==> src/u2a_pkg.sv <==
// shared types, character tables and code point mapping for the utf-8 to ascii transliterator
// no dependencies; imported by every module of the block

package u2a_pkg;

    localparam int CHAR_LIMIT_W = 9;
    localparam logic [CHAR_LIMIT_W-1:0] CHAR_LIMIT_RESET = 9'd511;

    localparam logic [6:0] CH_QMARK = 7'h3F;
    localparam logic [6:0] CH_SPACE = 7'h20;
    localparam logic [6:0] CH_NONE  = 7'h00;

    typedef struct packed {
        logic [7:0] text_byte;
        logic       last_byte;
    } u2a_in_t;

    typedef struct packed {
        logic [6:0] ascii_char;
        logic       char_valid;
        logic       last_of_run;
        logic       end_of_text;
    } u2a_out_t;

    // one classified byte: leading '?'s, an optional code point, trailing '?'s
    typedef struct packed {
        logic [1:0]  pre_q;
        logic        cp_valid;
        logic [20:0] cp;
        logic [1:0]  post_q;
        logic        end_text;
    } u2a_job_t;

    typedef struct packed {
        logic [3:0][6:0] ch;
        logic [2:0]      len;
    } u2a_map_t;

    // latin-1 supplement and latin extended-a, 0xC0..0x17F
    // '*' no mapping, '1' AE, '2' ae, '3' ss
    localparam logic [8*192-1:0] LATIN_TAB = {
        "AAAAAA1CEEEEIIII", "*NOOOOO*OUUUUY*3", "aaaaaa2ceeeeiiii", "*nooooo*ouuuuy*y",
        "AaAaAaCcCcCcCcDd", "DdEeEeEeEeEe****", "********IiIiIiIi", "****************",
        "***Nn**Nn***OoOo", "****************", "Ss******UuUuUuUu", "********Y****Zz*"
    };

    function automatic logic [2:0] seq_len(input logic [7:0] lead);
        logic [2:0] n;
        n = 3'd0;
        if (lead[7:5] == 3'b110)
            n = 3'd2;
        else if (lead[7:4] == 4'b1110)
            n = 3'd3;
        else if (lead[7:3] == 5'b11110)
            n = 3'd4;
        return n;
    endfunction

    function automatic u2a_map_t mk_map(input logic [7:0] a, input logic [7:0] b,
                                        input logic [7:0] c, input logic [7:0] d,
                                        input logic [2:0] n);
        u2a_map_t m;
        m.ch[0] = a[6:0];
        m.ch[1] = b[6:0];
        m.ch[2] = c[6:0];
        m.ch[3] = d[6:0];
        m.len   = n;
        return m;
    endfunction

    function automatic u2a_map_t cyr_map(input logic [4:0] idx, input logic lower);
        u2a_map_t m;
        unique case (idx)
            5'd0:  m = mk_map("A", "?", "?", "?", 3'd1);
            5'd1:  m = mk_map("B", "?", "?", "?", 3'd1);
            5'd2:  m = mk_map("V", "?", "?", "?", 3'd1);
            5'd3:  m = mk_map("G", "?", "?", "?", 3'd1);
            5'd4:  m = mk_map("D", "?", "?", "?", 3'd1);
            5'd5:  m = mk_map("E", "?", "?", "?", 3'd1);
            5'd6:  m = mk_map("Z", "h", "?", "?", 3'd2);
            5'd7:  m = mk_map("Z", "?", "?", "?", 3'd1);
            5'd8:  m = mk_map("I", "?", "?", "?", 3'd1);
            5'd9:  m = mk_map("Y", "?", "?", "?", 3'd1);
            5'd10: m = mk_map("K", "?", "?", "?", 3'd1);
            5'd11: m = mk_map("L", "?", "?", "?", 3'd1);
            5'd12: m = mk_map("M", "?", "?", "?", 3'd1);
            5'd13: m = mk_map("N", "?", "?", "?", 3'd1);
            5'd14: m = mk_map("O", "?", "?", "?", 3'd1);
            5'd15: m = mk_map("P", "?", "?", "?", 3'd1);
            5'd16: m = mk_map("R", "?", "?", "?", 3'd1);
            5'd17: m = mk_map("S", "?", "?", "?", 3'd1);
            5'd18: m = mk_map("T", "?", "?", "?", 3'd1);
            5'd19: m = mk_map("U", "?", "?", "?", 3'd1);
            5'd20: m = mk_map("F", "?", "?", "?", 3'd1);
            5'd21: m = mk_map("K", "h", "?", "?", 3'd2);
            5'd22: m = mk_map("T", "s", "?", "?", 3'd2);
            5'd23: m = mk_map("C", "h", "?", "?", 3'd2);
            5'd24: m = mk_map("S", "h", "?", "?", 3'd2);
            5'd25: m = mk_map("S", "h", "c", "h", 3'd4);
            5'd26: m = mk_map("?", "?", "?", "?", 3'd0);
            5'd27: m = mk_map("Y", "?", "?", "?", 3'd1);
            5'd28: m = mk_map("?", "?", "?", "?", 3'd0);
            5'd29: m = mk_map("E", "?", "?", "?", 3'd1);
            5'd30: m = mk_map("Y", "u", "?", "?", 3'd2);
            5'd31: m = mk_map("Y", "a", "?", "?", 3'd2);
            default: m = mk_map("?", "?", "?", "?", 3'd1);
        endcase
        // first letter of every entry is upper case
        if (lower && m.len != 3'd0)
            m.ch[0] = m.ch[0] | 7'h20;
        return m;
    endfunction

    function automatic u2a_map_t map_cp(input logic [20:0] cp);
        u2a_map_t   m;
        logic [7:0] li;
        logic [7:0] lpos;
        logic [7:0] lc;
        logic       in_latin;
        m        = mk_map("?", "?", "?", "?", 3'd1);
        li       = 8'(cp[8:0] - 9'h0C0);
        lpos     = 8'd191 - li;
        lc       = LATIN_TAB[{lpos, 3'b000} +: 8];
        in_latin = (cp >= 21'h0000C0) && (cp <= 21'h00017F) && (lc != "*");
        if (cp == 21'h0A || cp == 21'h0D || cp == 21'h09)
            m = mk_map(" ", "?", "?", "?", 3'd1);
        else if (cp >= 21'h20 && cp <= 21'h7E)
            m = mk_map({1'b0, cp[6:0]}, "?", "?", "?", 3'd1);
        else if (in_latin)
        begin
            if (lc == "1")
                m = mk_map("A", "E", "?", "?", 3'd2);
            else if (lc == "2")
                m = mk_map("a", "e", "?", "?", 3'd2);
            else if (lc == "3")
                m = mk_map("s", "s", "?", "?", 3'd2);
            else
                m = mk_map(lc, "?", "?", "?", 3'd1);
        end
        else if (cp >= 21'h000410 && cp <= 21'h00042F)
            m = cyr_map(5'(cp[4:0] - 5'h10), 1'b0);
        else if (cp >= 21'h000430 && cp <= 21'h00044F)
            m = cyr_map(5'(cp[4:0] - 5'h10), 1'b1);
        else if (cp == 21'h000401)
            m = mk_map("E", "?", "?", "?", 3'd1);
        else if (cp == 21'h000451)
            m = mk_map("e", "?", "?", "?", 3'd1);
        else if (cp == 21'h002018 || cp == 21'h002019)
            m = mk_map("'", "?", "?", "?", 3'd1);
        else if (cp == 21'h00201C || cp == 21'h00201D)
            m = mk_map("\"", "?", "?", "?", 3'd1);
        else if (cp == 21'h002013 || cp == 21'h002014)
            m = mk_map("-", "?", "?", "?", 3'd1);
        else if (cp == 21'h002026)
            m = mk_map(".", ".", ".", "?", 3'd3);
        return m;
    endfunction

endpackage

==> src/u2a_front.sv <==
// front end: utf-8 sequence assembly and byte classification into jobs
// depends on u2a_pkg; feeds u2a_queue

module u2a_front
    import u2a_pkg::*;
(
    input  logic     clk,
    input  logic     rst_n,
    input  logic     in_valid,
    output logic     in_ready,
    input  u2a_in_t  in_data,
    input  logic     q_full,
    output logic     push,
    output u2a_job_t job
);

    logic [23:0] seq_reg;
    logic [23:0] seq_next;
    logic [1:0]  pc_reg;
    logic [1:0]  pc_next;

    logic [7:0]  b;
    logic        end_txt;
    logic        is_cont;
    logic [7:0]  lead;
    logic [2:0]  need;
    logic [7:0]  lead_mask;
    logic [7:0]  lm;
    logic [20:0] cp_cont;
    logic        complete;
    logic        consumed;
    logic        bad;

    assign in_ready = !q_full;
    assign push     = in_valid && in_ready;

    always_comb
    begin
        b       = in_data.text_byte;
        end_txt = in_data.last_byte || (b == 8'h00);
        is_cont = (b[7:6] == 2'b10);

        unique case (pc_reg)
            2'd2:    lead = seq_reg[15:8];
            2'd3:    lead = seq_reg[23:16];
            default: lead = seq_reg[7:0];
        endcase
        need = seq_len(lead);
        unique case (need)
            3'd4:    lead_mask = 8'h07;
            3'd3:    lead_mask = 8'h0F;
            default: lead_mask = 8'h1F;
        endcase
        lm = lead & lead_mask;

        unique case (pc_reg)
            2'd2:    cp_cont = 21'({lm, seq_reg[5:0], b[5:0]});
            2'd3:    cp_cont = {lm[2:0], seq_reg[13:8], seq_reg[5:0], b[5:0]};
            default: cp_cont = 21'({lm, b[5:0]});
        endcase
        complete = (3'({1'b0, pc_reg}) + 3'd1) >= need;

        job      = '0;
        seq_next = seq_reg;
        pc_next  = pc_reg;
        consumed = 1'b0;
        bad      = 1'b0;

        if (pc_reg != 2'd0)
        begin
            if (is_cont)
            begin
                consumed = 1'b1;
                if (complete)
                begin
                    job.cp_valid = 1'b1;
                    job.cp       = cp_cont;
                    seq_next     = '0;
                    pc_next      = 2'd0;
                end
                else
                begin
                    seq_next = {seq_reg[15:0], b};
                    pc_next  = pc_reg + 2'd1;
                end
            end
            else
            begin
                job.pre_q = pc_reg;
                seq_next  = '0;
                pc_next   = 2'd0;
            end
        end

        if (!consumed && b != 8'h00)
        begin
            if (!b[7])
            begin
                job.cp_valid = 1'b1;
                job.cp       = {13'd0, b};
            end
            else if (seq_len(b) != 3'd0)
            begin
                seq_next = {16'd0, b};
                pc_next  = 2'd1;
            end
            else
                bad = 1'b1;
        end

        if (bad)
            job.post_q = 2'd1;
        else if (end_txt)
            job.post_q = pc_next;
        job.end_text = end_txt;

        if (end_txt)
        begin
            seq_next = '0;
            pc_next  = 2'd0;
        end
    end

    always_ff @(posedge clk or negedge rst_n)
    begin
        if (!rst_n)
        begin
            seq_reg <= '0;
            pc_reg  <= 2'd0;
        end
        else if (push)
        begin
            seq_reg <= seq_next;
            pc_reg  <= pc_next;
        end
    end

endmodule

==> src/u2a_queue.sv <==
// two-entry job queue between front end and emitter
// depends on u2a_pkg for the job type

module u2a_queue
    import u2a_pkg::*;
(
    input  logic     clk,
    input  logic     rst_n,
    input  logic     push,
    input  u2a_job_t wr_job,
    output logic     full,
    input  logic     pop,
    output logic     valid,
    output u2a_job_t rd_job
);

    u2a_job_t   slot_reg [2];
    logic       wr_ptr_reg;
    logic       wr_ptr_next;
    logic       rd_ptr_reg;
    logic       rd_ptr_next;
    logic [1:0] cnt_reg;
    logic [1:0] cnt_next;
    logic       do_push;
    logic       do_pop;

    assign full    = (cnt_reg == 2'd2);
    assign valid   = (cnt_reg != 2'd0);
    assign rd_job  = slot_reg[rd_ptr_reg];
    assign do_push = push && !full;
    assign do_pop  = pop && valid;

    always_comb
    begin
        wr_ptr_next = do_push ? !wr_ptr_reg : wr_ptr_reg;
        rd_ptr_next = do_pop ? !rd_ptr_reg : rd_ptr_reg;
        cnt_next    = cnt_reg;
        if (do_push && !do_pop)
            cnt_next = cnt_reg + 2'd1;
        else if (do_pop && !do_push)
            cnt_next = cnt_reg - 2'd1;
    end

    always_ff @(posedge clk or negedge rst_n)
    begin
        if (!rst_n)
        begin
            wr_ptr_reg <= 1'b0;
            rd_ptr_reg <= 1'b0;
            cnt_reg    <= 2'd0;
        end
        else
        begin
            wr_ptr_reg <= wr_ptr_next;
            rd_ptr_reg <= rd_ptr_next;
            cnt_reg    <= cnt_next;
        end
    end

    always_ff @(posedge clk)
    begin
        if (do_push)
            slot_reg[wr_ptr_reg] <= wr_job;
    end

endmodule

==> src/u2a_back.sv <==
// back end: code point mapping, character limit and one-beat-per-character emitter
// depends on u2a_pkg; drains u2a_queue, owns the char_limit register and output register

module u2a_back
    import u2a_pkg::*;
(
    input  logic                    clk,
    input  logic                    rst_n,
    input  logic                    cfg_we,
    input  logic [CHAR_LIMIT_W-1:0] cfg_wdata,
    input  logic                    q_valid,
    input  u2a_job_t                q_job,
    output logic                    pop,
    output logic                    out_valid,
    input  logic                    out_ready,
    output u2a_out_t                out_data
);

    logic [CHAR_LIMIT_W-1:0] limit_reg;
    logic [CHAR_LIMIT_W-1:0] emitted_reg;
    logic [CHAR_LIMIT_W-1:0] emitted_next;

    // expanded item
    logic            exp_valid_reg;
    logic            exp_valid_next;
    logic [3:0][6:0] exp_ch_reg;
    logic [2:0]      exp_n_reg;
    logic            exp_end_reg;
    logic [1:0]      idx_reg;
    logic [1:0]      idx_next;

    logic            out_valid_reg;
    logic            out_valid_next;
    u2a_out_t        out_data_reg;
    u2a_out_t        out_data_next;

    u2a_map_t        m;
    logic [2:0]      mlen;
    logic [3:0]      n_sum;
    logic [3:0]      pm_sum;
    logic [2:0]      n_fill;
    logic [3:0][6:0] ch_fill;
    logic [1:0]      mi;

    logic            out_free;
    logic            room;
    logic            emit_char;
    logic            last_char;
    logic            step;
    logic            done;
    logic            exp_take;

    // fill the expanded character list from a queued job
    always_comb
    begin
        m      = map_cp(q_job.cp);
        mlen   = q_job.cp_valid ? m.len : 3'd0;
        pm_sum = 4'({2'b00, q_job.pre_q}) + 4'({1'b0, mlen});
        n_sum  = pm_sum + 4'({2'b00, q_job.post_q});
        n_fill = (n_sum > 4'd4) ? 3'd4 : n_sum[2:0];
        for (int i = 0; i < 4; i++)
        begin
            mi = 2'(i - int'(q_job.pre_q));
            if (4'(i) < 4'({2'b00, q_job.pre_q}))
                ch_fill[i] = CH_QMARK;
            else if (4'(i) < pm_sum)
                ch_fill[i] = m.ch[mi];
            else
                ch_fill[i] = CH_QMARK;
        end
    end

    always_comb
    begin
        out_free  = !out_valid_reg || out_ready;
        room      = emitted_reg < limit_reg;
        emit_char = room && ({1'b0, idx_reg} < exp_n_reg);
        last_char = (3'({1'b0, idx_reg}) + 3'd1 == exp_n_reg)
                    || (emitted_reg + 9'd1 == limit_reg);
        step      = exp_valid_reg && out_free;
        done      = step && (!emit_char || last_char);
        exp_take  = !exp_valid_reg || done;
        pop       = exp_take && q_valid;

        exp_valid_next = exp_take ? q_valid : exp_valid_reg;

        idx_next = idx_reg;
        if (done)
            idx_next = 2'd0;
        else if (step && emit_char)
            idx_next = idx_reg + 2'd1;

        emitted_next = emitted_reg;
        if (step && emit_char)
            emitted_next = emitted_reg + 9'd1;
        if (done && exp_end_reg)
            emitted_next = '0;

        out_valid_next = out_valid_reg && !out_ready;
        out_data_next  = out_data_reg;
        if (step && emit_char)
        begin
            out_valid_next           = 1'b1;
            out_data_next.ascii_char = exp_ch_reg[idx_reg];
            out_data_next.char_valid = 1'b1;
            out_data_next.last_of_run = last_char;
            out_data_next.end_of_text = last_char && exp_end_reg;
        end
        else if (step && exp_end_reg)
        begin
            // empty closing beat
            out_valid_next            = 1'b1;
            out_data_next.ascii_char  = CH_NONE;
            out_data_next.char_valid  = 1'b0;
            out_data_next.last_of_run = 1'b1;
            out_data_next.end_of_text = 1'b1;
        end
    end

    always_ff @(posedge clk or negedge rst_n)
    begin
        if (!rst_n)
        begin
            limit_reg     <= CHAR_LIMIT_RESET;
            emitted_reg   <= '0;
            exp_valid_reg <= 1'b0;
            idx_reg       <= 2'd0;
            out_valid_reg <= 1'b0;
        end
        else
        begin
            if (cfg_we)
                limit_reg <= cfg_wdata;
            emitted_reg   <= emitted_next;
            exp_valid_reg <= exp_valid_next;
            idx_reg       <= idx_next;
            out_valid_reg <= out_valid_next;
        end
    end

    always_ff @(posedge clk)
    begin
        if (pop)
        begin
            exp_ch_reg  <= ch_fill;
            exp_n_reg   <= n_fill;
            exp_end_reg <= q_job.end_text;
        end
        out_data_reg <= out_data_next;
    end

    assign out_valid = out_valid_reg;
    assign out_data  = out_data_reg;

    a_printable: assert property (@(posedge clk) disable iff (!rst_n)
        out_valid_reg && out_data_reg.char_valid |->
            out_data_reg.ascii_char >= 7'h20 && out_data_reg.ascii_char <= 7'h7E)
        else $error("emitted character not printable");

    a_empty_closes: assert property (@(posedge clk) disable iff (!rst_n)
        out_valid_reg && !out_data_reg.char_valid |->
            out_data_reg.last_of_run && out_data_reg.end_of_text)
        else $error("empty beat without end of text");

    a_idx_in_item: assert property (@(posedge clk) disable iff (!rst_n)
        exp_valid_reg && idx_reg != 2'd0 |-> {1'b0, idx_reg} < exp_n_reg)
        else $error("emitter index past item length");

endmodule

==> src/utf8_to_ascii_transliterator.sv <==
// top level of the utf-8 to printable ascii transliterator
// depends on u2a_pkg, u2a_front, u2a_queue and u2a_back

// Takes one UTF-8 byte per in beat and gives printable ASCII characters, one per out
// beat. Bytes that yield zero or one character each flow at one byte per cycle while
// out_ready stays high; a byte that yields several characters (at most four) holds
// the emitter until it has given them all, and a byte yielding nothing that does not
// end the text still takes its turn in the emitter. The front end assembles sequences
// and pushes a job into a two-entry queue on the same edge as the byte is taken; the
// emitter then takes the job into its expanded-item register, and from there the
// character goes into the output register. in_ready falls only while the queue is full.
// cfg_we writes char_limit, the most characters per text; write it only while the
// block is idle.

module utf8_to_ascii_transliterator
    import u2a_pkg::*;
(
    input  logic                    clk,
    input  logic                    rst_n,
    input  logic                    cfg_we,
    input  logic [CHAR_LIMIT_W-1:0] cfg_wdata,
    input  logic                    in_valid,
    output logic                    in_ready,
    input  u2a_in_t                 in_data,
    output logic                    out_valid,
    input  logic                    out_ready,
    output u2a_out_t                out_data
);

    logic     q_full;
    logic     push;
    u2a_job_t wr_job;
    logic     q_valid;
    logic     pop;
    u2a_job_t rd_job;

    u2a_front u_front (
        .clk      (clk),
        .rst_n    (rst_n),
        .in_valid (in_valid),
        .in_ready (in_ready),
        .in_data  (in_data),
        .q_full   (q_full),
        .push     (push),
        .job      (wr_job)
    );

    u2a_queue u_queue (
        .clk    (clk),
        .rst_n  (rst_n),
        .push   (push),
        .wr_job (wr_job),
        .full   (q_full),
        .pop    (pop),
        .valid  (q_valid),
        .rd_job (rd_job)
    );

    u2a_back u_back (
        .clk       (clk),
        .rst_n     (rst_n),
        .cfg_we    (cfg_we),
        .cfg_wdata (cfg_wdata),
        .q_valid   (q_valid),
        .q_job     (rd_job),
        .pop       (pop),
        .out_valid (out_valid),
        .out_ready (out_ready),
        .out_data  (out_data)
    );

endmodule
==> config.mk <==
export PLATFORM = sky130hd
export DESIGN_NAME = utf8_to_ascii_transliterator
export DESIGN_NICKNAME = d
export VERILOG_FILES = /design/src/u2a_pkg.sv /design/src/u2a_front.sv /design/src/u2a_queue.sv /design/src/u2a_back.sv /design/src/utf8_to_ascii_transliterator.sv
export SDC_FILE = /design/constraint.sdc
export NUM_CORES = 1
export LEC_CHECK = 0
export ABC_AREA = 1
export BUFFER_PORTS_ARGS = -buffer_cell sky130_fd_sc_hd__buf_2
export CAP_MARGIN = 20
export CORE_MARGIN = 2
export CORE_UTILIZATION = 50
export DETAILED_ROUTE_END_ITERATION = 7
export PLACE_DENSITY_LB_ADDON = 0.12
export SLEW_MARGIN = 20
export SYNTH_ARGS = -nofsm -noshare
export SYNTH_HDL_FRONTEND = slang
export SYNTH_SLANG_ARGS = --single-unit
==> constraint.sdc <==
create_clock -name clk -period 4.75 [get_ports clk]
set_clock_uncertainty 0.1 [all_clocks]
set_input_delay 0.95 -clock clk [delete_from_list [all_inputs] [get_ports clk]]
set_output_delay 0.95 -clock clk [all_outputs]
set_load 0.02 [all_outputs]
After elaboration in Yosys (flattened, before gate mapping)
Memories as Yosys holds them, arrays and structs flattened.
Index checks and enable logic that the tools add are counted.
Cells by class
  bitwise operators: 4
  add/subtract/negate cells: 16
  $lt $le $gt $ge: 24
  mux-type cells: 81
  eq/ne operators: 30
  shift-type cells: 1
  reduce and logical (&&, ||, !) cells: 53
Operator list (count)
  $shiftx A1536 B12 Y8 const A: 1
  $mux W31: 17
  $mux W24: 8
  $eq A21 B14 Y1 const B: 7
  $mux W22: 5
  $bmux W7 S2: 5
  $eq A21 B4 Y1 const B: 3
  $eq A21 B11 Y1 const B: 2
  $ge A21 B11 Y1 const B: 2
  $le A21 B11 Y1 const B: 2
  $pmux W21 S2: 1
  $mux W7: 5
  $mux W2: 14
  $mux W3: 9
  $eq A8 B6 Y1 const B: 3
  $ge A21 B6 Y1 const B: 1
  $ge A21 B8 Y1 const B: 1
  $le A21 B7 Y1 const B: 1
  $le A21 B9 Y1 const B: 1
  $logic_and A1 B1 Y1: 20
  $mux W10: 2
  $mux W9: 2
  $mux W17: 1
  $pmux W8 S2: 1
  other kinds (40): 95
Storage, ports and cells
  word-level logic and storage cells: 232
  bits in writable memories: 54
  output and inout port bits: 12
  bits in read-only memories: 1600
  memories: 3
  bits in registers: 94
Memories
  (no name shown): words 32, width 25, read ports 1, clocked after Yosys merged registers in 0, wr ports 0, line u2a_pkg.sv:73  | unique case (idx)
  (no name shown): words 32, width 25, read ports 1, clocked after Yosys merged registers in 0, wr ports 0, line u2a_pkg.sv:73
  u_queue.slot_reg: words 2, width 27, read ports 1, clocked after Yosys merged registers in 0, wr ports 1, line u2a_queue.sv:17  | u2a_job_t slot_reg [2];

Depth between registers and ports, before layout
Gate-level depths: netlist of run 1.
An unclocked memory read counts as a cell.
  word-level depth: 21
  depth in mapped cells: 32

Hierarchy
From an unflattened synthesis of run 1, not the netlist that was laid out.
Second synthesis, totals
  cells, all modules: 1339
  area, all modules: 10191.0 um^2
By module, submodules not included
  u2a_back: cells each 907, area an instance 6092.1 um^2, seq. area each 1813.0 um^2, instances 1
  u2a_queue: cells each 172, area an instance 2245.9 um^2, seq. area each 1721.7 um^2, instances 1
  u2a_front: cells each 260, area an instance 1853.0 um^2, seq. area each 650.6 um^2, instances 1

Worst setup path before layout of run 1
Ideal clock, no wire load.
  path type: flip-flop to flip-flop
  start: register u_queue.rd_ptr_reg
  end: register u_back.exp_n_reg[2], data pin
  path buffers: 2
  arrival time: 4.170 ns
  period minus slack after synthesis: 4.536 ns
  setup slack: 0.214 ns
  required time: 4.383 ns
  cell stages (with the launch flop): 29
  cell sequence: dfrtp_1 > buf_6 > inv_6 > buf_4 > nand2_1 > nand2_1 > inv_1 > ha_1 > inv_1 > nand3_1 > nand2_1 > nand2_1 > nand2_1 > nand2_1 > nand2_1 > nand2_1 > nor2_2 > nand3_1 > nor2_2 > nor2_2 > nand2_2 > a31oi_1 > ha_1 > fa_1 > inv_1 > fa_1 > nor2_1 > xor2_1 > nand2_1
On the way
  cells in the longest elaborated chain, start to end: 17
Ends and longest elaborated chain
  start, declared: line u2a_queue.sv:20  | logic rd_ptr_reg;
  start signal, assigned: line u2a_queue.sv:55  | rd_ptr_reg <= rd_ptr_next;
  $mem_v2 Z2 W27 *
  parallel branches: the longest is 14 deep, another holds $sub A8 B8 Y8
  $add A4 B2 Y4 *: line u2a_back.sv:59  | n_sum = pm_sum + 4'({2'b00, q_job.post_q});
  $gt A4 B3 Y1: line u2a_back.sv:60  | n_fill = (n_sum > 4'd4) ? 3'd4 : n_sum[2:0];
  end signal, assigned: line u2a_back.sv:146  | exp_n_reg <= n_fill;
  end, declared: line u2a_back.sv:27  | logic [2:0] exp_n_reg;
Mark *: on every way between the ends. The select of a mux whose other input is x is not followed.
A chain may end at the register's enable or synchronous reset.

Final worst setup path of run 1
  start: register u_queue.rd_ptr_reg
  end: register u_back.exp_n_reg[1], data pin
The elaborated chain is that of the path after synthesis.

==> flow_summary.ini, run 1 <==
[power]
internal-power_mw = 3.991
clock_power_share_pct = 18.4
power_density_nw_per_um2 = 676.0
ir_worst_vdd_mv = 0.2814
p_sw_mw = 3.635
switching_share_pct = 47.67
total_power_mw = 7.627
power_leakage_nw = 5.099
p_seq_share_pct = 26.6
combinationalPowerShare_pct = 55.0

[final_layout]
drive_gt1_share_pct = 17.93
largest_reg_flops = 54
area.growth.synth_to_final_pct = 14.17
layout_commonest_cell = nand2_1
antenna_cells = 0
fin_nets = 1408
fillers = 1810
final_cell_mix = nand2_1, inv_1, nor2_1, edfxtp_1, nand3_1
stdcell_count = 1626

[grt]
grt_max_degree = 33
grt_usage_pct = 27.86
grt_first_pass_wirelength_um = 44420
gr-total-overflow = 0
grt_antenna_before_repair = 0
grt_pass1_vias = 8553

[yosys]
syn_avg_cell_area_um2 = 7.714
yosysSeqAreaShare_pct = 42.35
ys_seq_elements = 148
yosys.area_share.simple_pct = 29.34
synth_top_family_by_area = simple AND/OR/NAND/NOR gates
synth-compound-area-share_pct = 13.03
synth.area.top_cells = edfxtp_1, nand2_1, dfrtp_1
synth_cell_types = 61
synth_xor_area_share_pct = 1.064
synth_fa_ha_area_share_pct = 4.837
synth_ff_type = edfxtp_1
synth-edff-count = 95
syn_area_um2 = 9882
syn_inst = 1281
yosys_warnings = 0
synth_mux_area_share_pct = 0.1140
netlist.area_leader.share_pct = 28.87
syn_nets = 1341
synth-async-reset-ratio_pct = 35.14
yosysTopAreaCell = edfxtp_1

[timing]
worst_pin_slew_ns = 0.7389
slew_viol_final = 0
finalHoldViolCount = 0
hold_ws_ns = 0.3431
setup_viol = 0
min_period_ns = 4.508
slew_headroom_pct = 50.41
timing.setup.tns_ns = 0
fin_crit_sh_pct = 94.90
clock.fmax_mhz = 221.8
finalWorstSetupSlack_ns = 0.2421

[place]
dp.cells = 1590
pre_cts_ws_ns = 0.01626
globalplace.congestion = 1.002
place_hpwl_um = 21400
port_buffers = 34

[die]
start_util_pct = 50.94
dieArea_um2 = 20900
ios = 35
num_rows = 51
die_x_um = 144.6
core-area_um2 = 19400
die_h_um = 144.6

[route]
routed_via_density = 5.517
wl_per_cell_um = 17.23
drcViolationCount = 0
vias = 8970
first_pass_iters = 6
ant_nets = 0
first_iter_violations = 620
wl_um = 28020

[clock_network]
cts-htree-levels = 4
cts_buffers = 17
clock_tree.root_cell = clkbuf_16
clock_latency_ns = 0.43
cts_buffer_depth = 2
cts_tree = built
cts_sinks = 148
clk_pin_slew_ns = 0.06
postCtsHoldBufs = 0

[hold_path]
min_path_type = flop to flop

[critical_path]
reg2reg_slack_ns = 0.24
worstPathRequired_ns = 4.84
crit_fanout = 8
cp-start-kind = flop
worstPathArrival_ns = 4.60
endpoint_kind = flop
worstSetupPathType = flop to flop

[status]
status = finished, final reports clean

[run]
drv_cap = 0
[final cells by class]
| type | count | area [um2] | area share, % |
|---|---|---|---|
| multi-input cells | 918 | 4891 | 43.35 |
| flip-flops and latches | 148 | 4187 | 37.11 |
| repair buffers | 84 | 578.1 | 5.124 |
| well taps | 265 | 331.6 | 2.939 |
| inverters | 179 | 680.7 | 6.033 |
| clock inverters | 15 | 188.9 | 1.675 |
| clock buffers | 17 | 425.4 | 3.771 |
[synth_stat cells, drive strengths merged, types with 9 or more instances]
master  count
o22ai      29
clkbuf     17
inv       176
dfstp       9
edfxtp     95
nand4      16
nor3       18
o211ai      9
nor2      124
o21ai      83
dfrtp      43
buf        19
nand2     378
a21oi      71
ha         35
nand3      90
[cell families (layout without fill, tap and decap cells)]
family / Yosys count / after routing
AND/OR/NAND/NOR: 647 / 647
AO/OA/AOI/OAI: 221 / 221
buffers and inverters: 215 / 295
flip-flops: 148 / 148
adder cells (fa/ha/maj): 37 / 37
XOR/XNOR: 12 / 12
multiplexers: 1 / 1
[routing by layer]
layer / vias to the layer above / part of all wire (%) / GRT usage [%]
met3: 68 / 5.0 / 4.834
met2: 336 / 49 / 47.47
met4: 0 / 3.4 / 11.19
met5: - / 0 / 0
li1: 4400 / - / -
met1: 4166 / 43 / 35.22
[repair_timing]
item,in CTS,in global routing
hold endpoints to repair,0,0
buffers inserted,0,4
endpoints found under the setup margin,0,26
resized for setup,0,37
[power groups by stage]
stage	clock [mW]	sequential, mW	combinational [mW]
floorplan	0	2.03	2.82
global placement	0	2.04	3.99
detailed placement	0	2.04	3.96
CTS	1.43	2.02	3.99
global route	1.49	2.06	4.68
finish	1.40	2.03	4.19
[worst max-delay path, cell delays in order, from the launching register on]
cell,delay (ns)
dfrtp_2,0.49
inv_8,0.10
nand2_1,0.05
nand2_1,0.10
inv_2,0.11
ha_4,0.28
inv_1,0.04
nand2_1,0.15
nand2_1,0.08
nand2_1,0.07
nand2_1,0.07
nand3_1,0.14
nand2_1,0.12
nor2_4,0.16
nand3_2,0.13
inv_2,0.09
nand3_2,0.11
nand2_2,0.13
nand2_2,0.07
nor3_1,0.37
fa_1,0.51
ha_1,0.29
a21oi_1,0.14
nor2_1,0.06
xor2_1,0.16
nand2_1,0.11
nor2_1,0.05
[worst paths after layout]
path                                    start                    end  cells after the start
min                        u_back.out_data[2]     u_back.out_data[2]                      2
max reg2reg                u_queue.rd_ptr_reg    u_back.exp_n_reg[1]                     26
max in group asynchronous               rst_n     u_queue.rd_ptr_reg                      2
min in group asynchronous               rst_n  u_back.emitted_reg[1]                      1
max                        u_queue.rd_ptr_reg    u_back.exp_n_reg[1]                     26
min reg2reg                u_back.out_data[2]     u_back.out_data[2]                      2
[metrics by stage]
step                      instance area [um2]  utilization [%]
after detailed placement                10510            54.17
after CTS                               11120            57.34
final                                   11280            58.16
after global routing                    11280            58.16
after floorplan                          9882                -
after global placement                  10510            54.17
(Power assumes the default switching activity.)
==> inputs of run 2 (changes only) <==
==> constraint.sdc (replaced) <==
create_clock -name clk -period 5 [get_ports clk]
set_clock_uncertainty 0.1 [all_clocks]
set_input_delay 1 -clock clk [delete_from_list [all_inputs] [get_ports clk]]
set_output_delay 1 -clock clk [all_outputs]
set_load 0.02 [all_outputs]
==> run 2 against run 1 <==
Sequential cell count unchanged. Utilization down 1.3 points. Design area down 2.2%. Routed wire length down 4.8%. Register-to-register slack about the same. Clock power down 9%. Non-clock buffer count down 16. Critical path depth down 5. Combinational power down 10%. Critical path type unchanged. Critical endpoint is now u_back.exp_n_reg[2].
==> flow_summary.ini, run 2 (synthesis gave the netlist of run 1 again) <==
[critical_path]
worstPathArrival_ns = 4.84
crit_fanout = 8
cp-start-kind = flop
worst-r2r-cell-count = 21
r2r-start = u_queue.rd_ptr_reg
worstSetupPathType = flop to flop
endpoint_kind = flop
timing.rr.end = u_back.exp_n_reg[2]
reg2reg_slack_ns = 0.23
worstPathRequired_ns = 5.07

[route]
wl_um = 26670
ant_nets = 0
drcViolationCount = 0
routed_via_density = 5.480
wl_per_cell_um = 16.57
first_pass_iters = 5
first_iter_violations = 641
vias = 8823

[final_layout]
fin_nets = 1392
antenna_cells = 0
final_cell_mix = nand2_1, inv_1, nor2_1, edfxtp_1, nand3_1
largest_reg_flops = 54
area.growth.synth_to_final_pct = 11.64
drive_gt1_share_pct = 15.69
layout_commonest_cell = nand2_1
post-route-util_pct = 56.87
stdcell_area_um2 = 11030

[status]
status = finished, final reports clean

[hold_path]
holdPathEnd = u_back.out_data[2]
worstHoldStart = u_back.out_data[2]
hold_path_depth = 2
min_path_type = flop to flop

[place]
globalplace.congestion = 0.9894
place_area_um2 = 10380
pre_cts_ws_ns = 0.1765
place_hpwl_um = 20530
port_buffers = 34

[grt]
grt_antenna_before_repair = 0
grt_usage_pct = 26.64
grt_max_degree = 53
gr-total-overflow = 0
grt_first_pass_wirelength_um = 42920
grt_pass1_vias = 8467

[die]
die_h_um = 144.6
start_util_pct = 50.94
die_x_um = 144.6
num_rows = 51
core-area_um2 = 19400
dieArea_um2 = 20900
ios = 35

[power]
ir_worst_vdd_mv = 0.2595
clock_power_share_pct = 18.4
p_seq_share_pct = 27.5
total_power_mw = 6.956
power_leakage_nw = 4.995
p_sw_mw = 3.319
power_density_nw_per_um2 = 630.6
combinationalPowerShare_pct = 54.1
switching_share_pct = 47.70
internal-power_mw = 3.638

[clock_network]
cts_buffers = 17
clk_pin_slew_ns = 0.07
cts_sinks = 148
clock_latency_ns = 0.43
cts_buffer_depth = 2
cts-htree-levels = 4
cts_tree = built
clock_tree.root_cell = clkbuf_16

[timing]
clock.fmax_mhz = 209.7
min_period_ns = 4.769
finalHoldViolCount = 0
timing.setup.tns_ns = 0
finalWorstSetupSlack_ns = 0.2314
rsz0062_at_grt = no
setup_viol = 0
worst_pin_slew_ns = 0.7353
slew_viol_final = 0
fin_crit_sh_pct = 95.37
slew_headroom_pct = 50.65

[run]
drv_cap = 0
run 2: cell count changes in the layout (fill, tap and decap cells not counted), moves of 3 or more:
cell     before  now
inv_8         6    2
buf_4        46   34
nor2_2       16   13
inv_2        22   19
inv_1       153  156
nand2_1     340  344
inv_6         3    6
ha_4          3    0
ha_1         30   34
nor2_1      101  105
nand2_2      27   24
run 2: cell type report:
| cell class | instances | area, um2 |
|---|---|---|
| repair buffers | 68 | 425.4 |
| clock buffers | 17 | 425.4 |
| inverters | 179 | 678.2 |
| flip-flops and latches | 148 | 4187 |
| multi-input cells | 918 | 4817 |
| fillers | 1846 | 8367 |
| clock inverters | 15 | 167.7 |
| well taps | 265 | 331.6 |
run 2: what timing repair did:
item                       in CTS  in global routing
setup buffers                   0                  3
setup endpoints to repair       0                  4
gates resized for setup         0                  9
hold buffers                    0                  0
run 2: worst max-delay path, stage by stage (launching register included):
cell     delay (ns)
dfrtp_2        0.45
buf_4          0.18
o21ai_1        0.58
nor2_1         0.21
nand2_1        0.16
nand2_1        0.06
nor2_1         0.14
nand2_1        0.08
nand2_1        0.09
and2_1         0.21
nand3_2        0.11
inv_2          0.09
nand3_2        0.12
nand2_2        0.13
a31oi_1        0.10
ha_1           0.24
fa_2           0.59
inv_1          0.07
fa_1           0.42
nor2_1         0.14
xor2_1         0.15
nand2_1        0.09
run 2: routing by layer:
| layer | routed length [um] | share of wire [%] | GRT usage (%) |
|---|---|---|---|
| met4 | 1128 | 4.2 | 12.31 |
| met1 | 11160 | 42 | 33.06 |
| met2 | 12910 | 48 | 45.12 |
| met5 | 0 | 0 | 0 |
| met3 | 1481 | 5.6 | 4.868 |
run 2: power groups by stage:
stage | clock (mW) | combinational (mW) | sequential (mW)
2_1_floorplan | 0 | 2.68 | 1.93
3_3_place_gp | 0 | 3.66 | 1.93
3_5_place_dp | 0 | 3.66 | 1.94
4_1_cts | 1.31 | 3.67 | 1.91
5_1_grt | 1.35 | 4.22 | 1.95
6_report | 1.28 | 3.76 | 1.92
run 2: through the flow:
stage          instances  hold WS, ns
2_1_floorplan       1281       0.3458
3_3_place_gp        1575       0.3273
3_5_place_dp        1575       0.3411
4_1_cts             1607       0.3544
5_1_grt             1610       0.3701
6_report            1610       0.3477
run 2: how the worst max path moves through the flow:
stage	endpoint	slack, ns	from
3_5_place_dp	u_back.exp_n_reg[2]	0.18	u_queue.rd_ptr_reg
2_1_floorplan	u_back.exp_n_reg[2]	0.46	u_queue.rd_ptr_reg
3_3_place_gp	u_back.exp_n_reg[2]	0.14	u_queue.rd_ptr_reg
6_report	u_back.exp_n_reg[2]	0.23	u_queue.rd_ptr_reg
5_1_grt	u_back.exp_n_reg[2]	0.0005	u_queue.rd_ptr_reg
4_1_cts	u_back.exp_n_reg[2]	0.16	u_queue.rd_ptr_reg
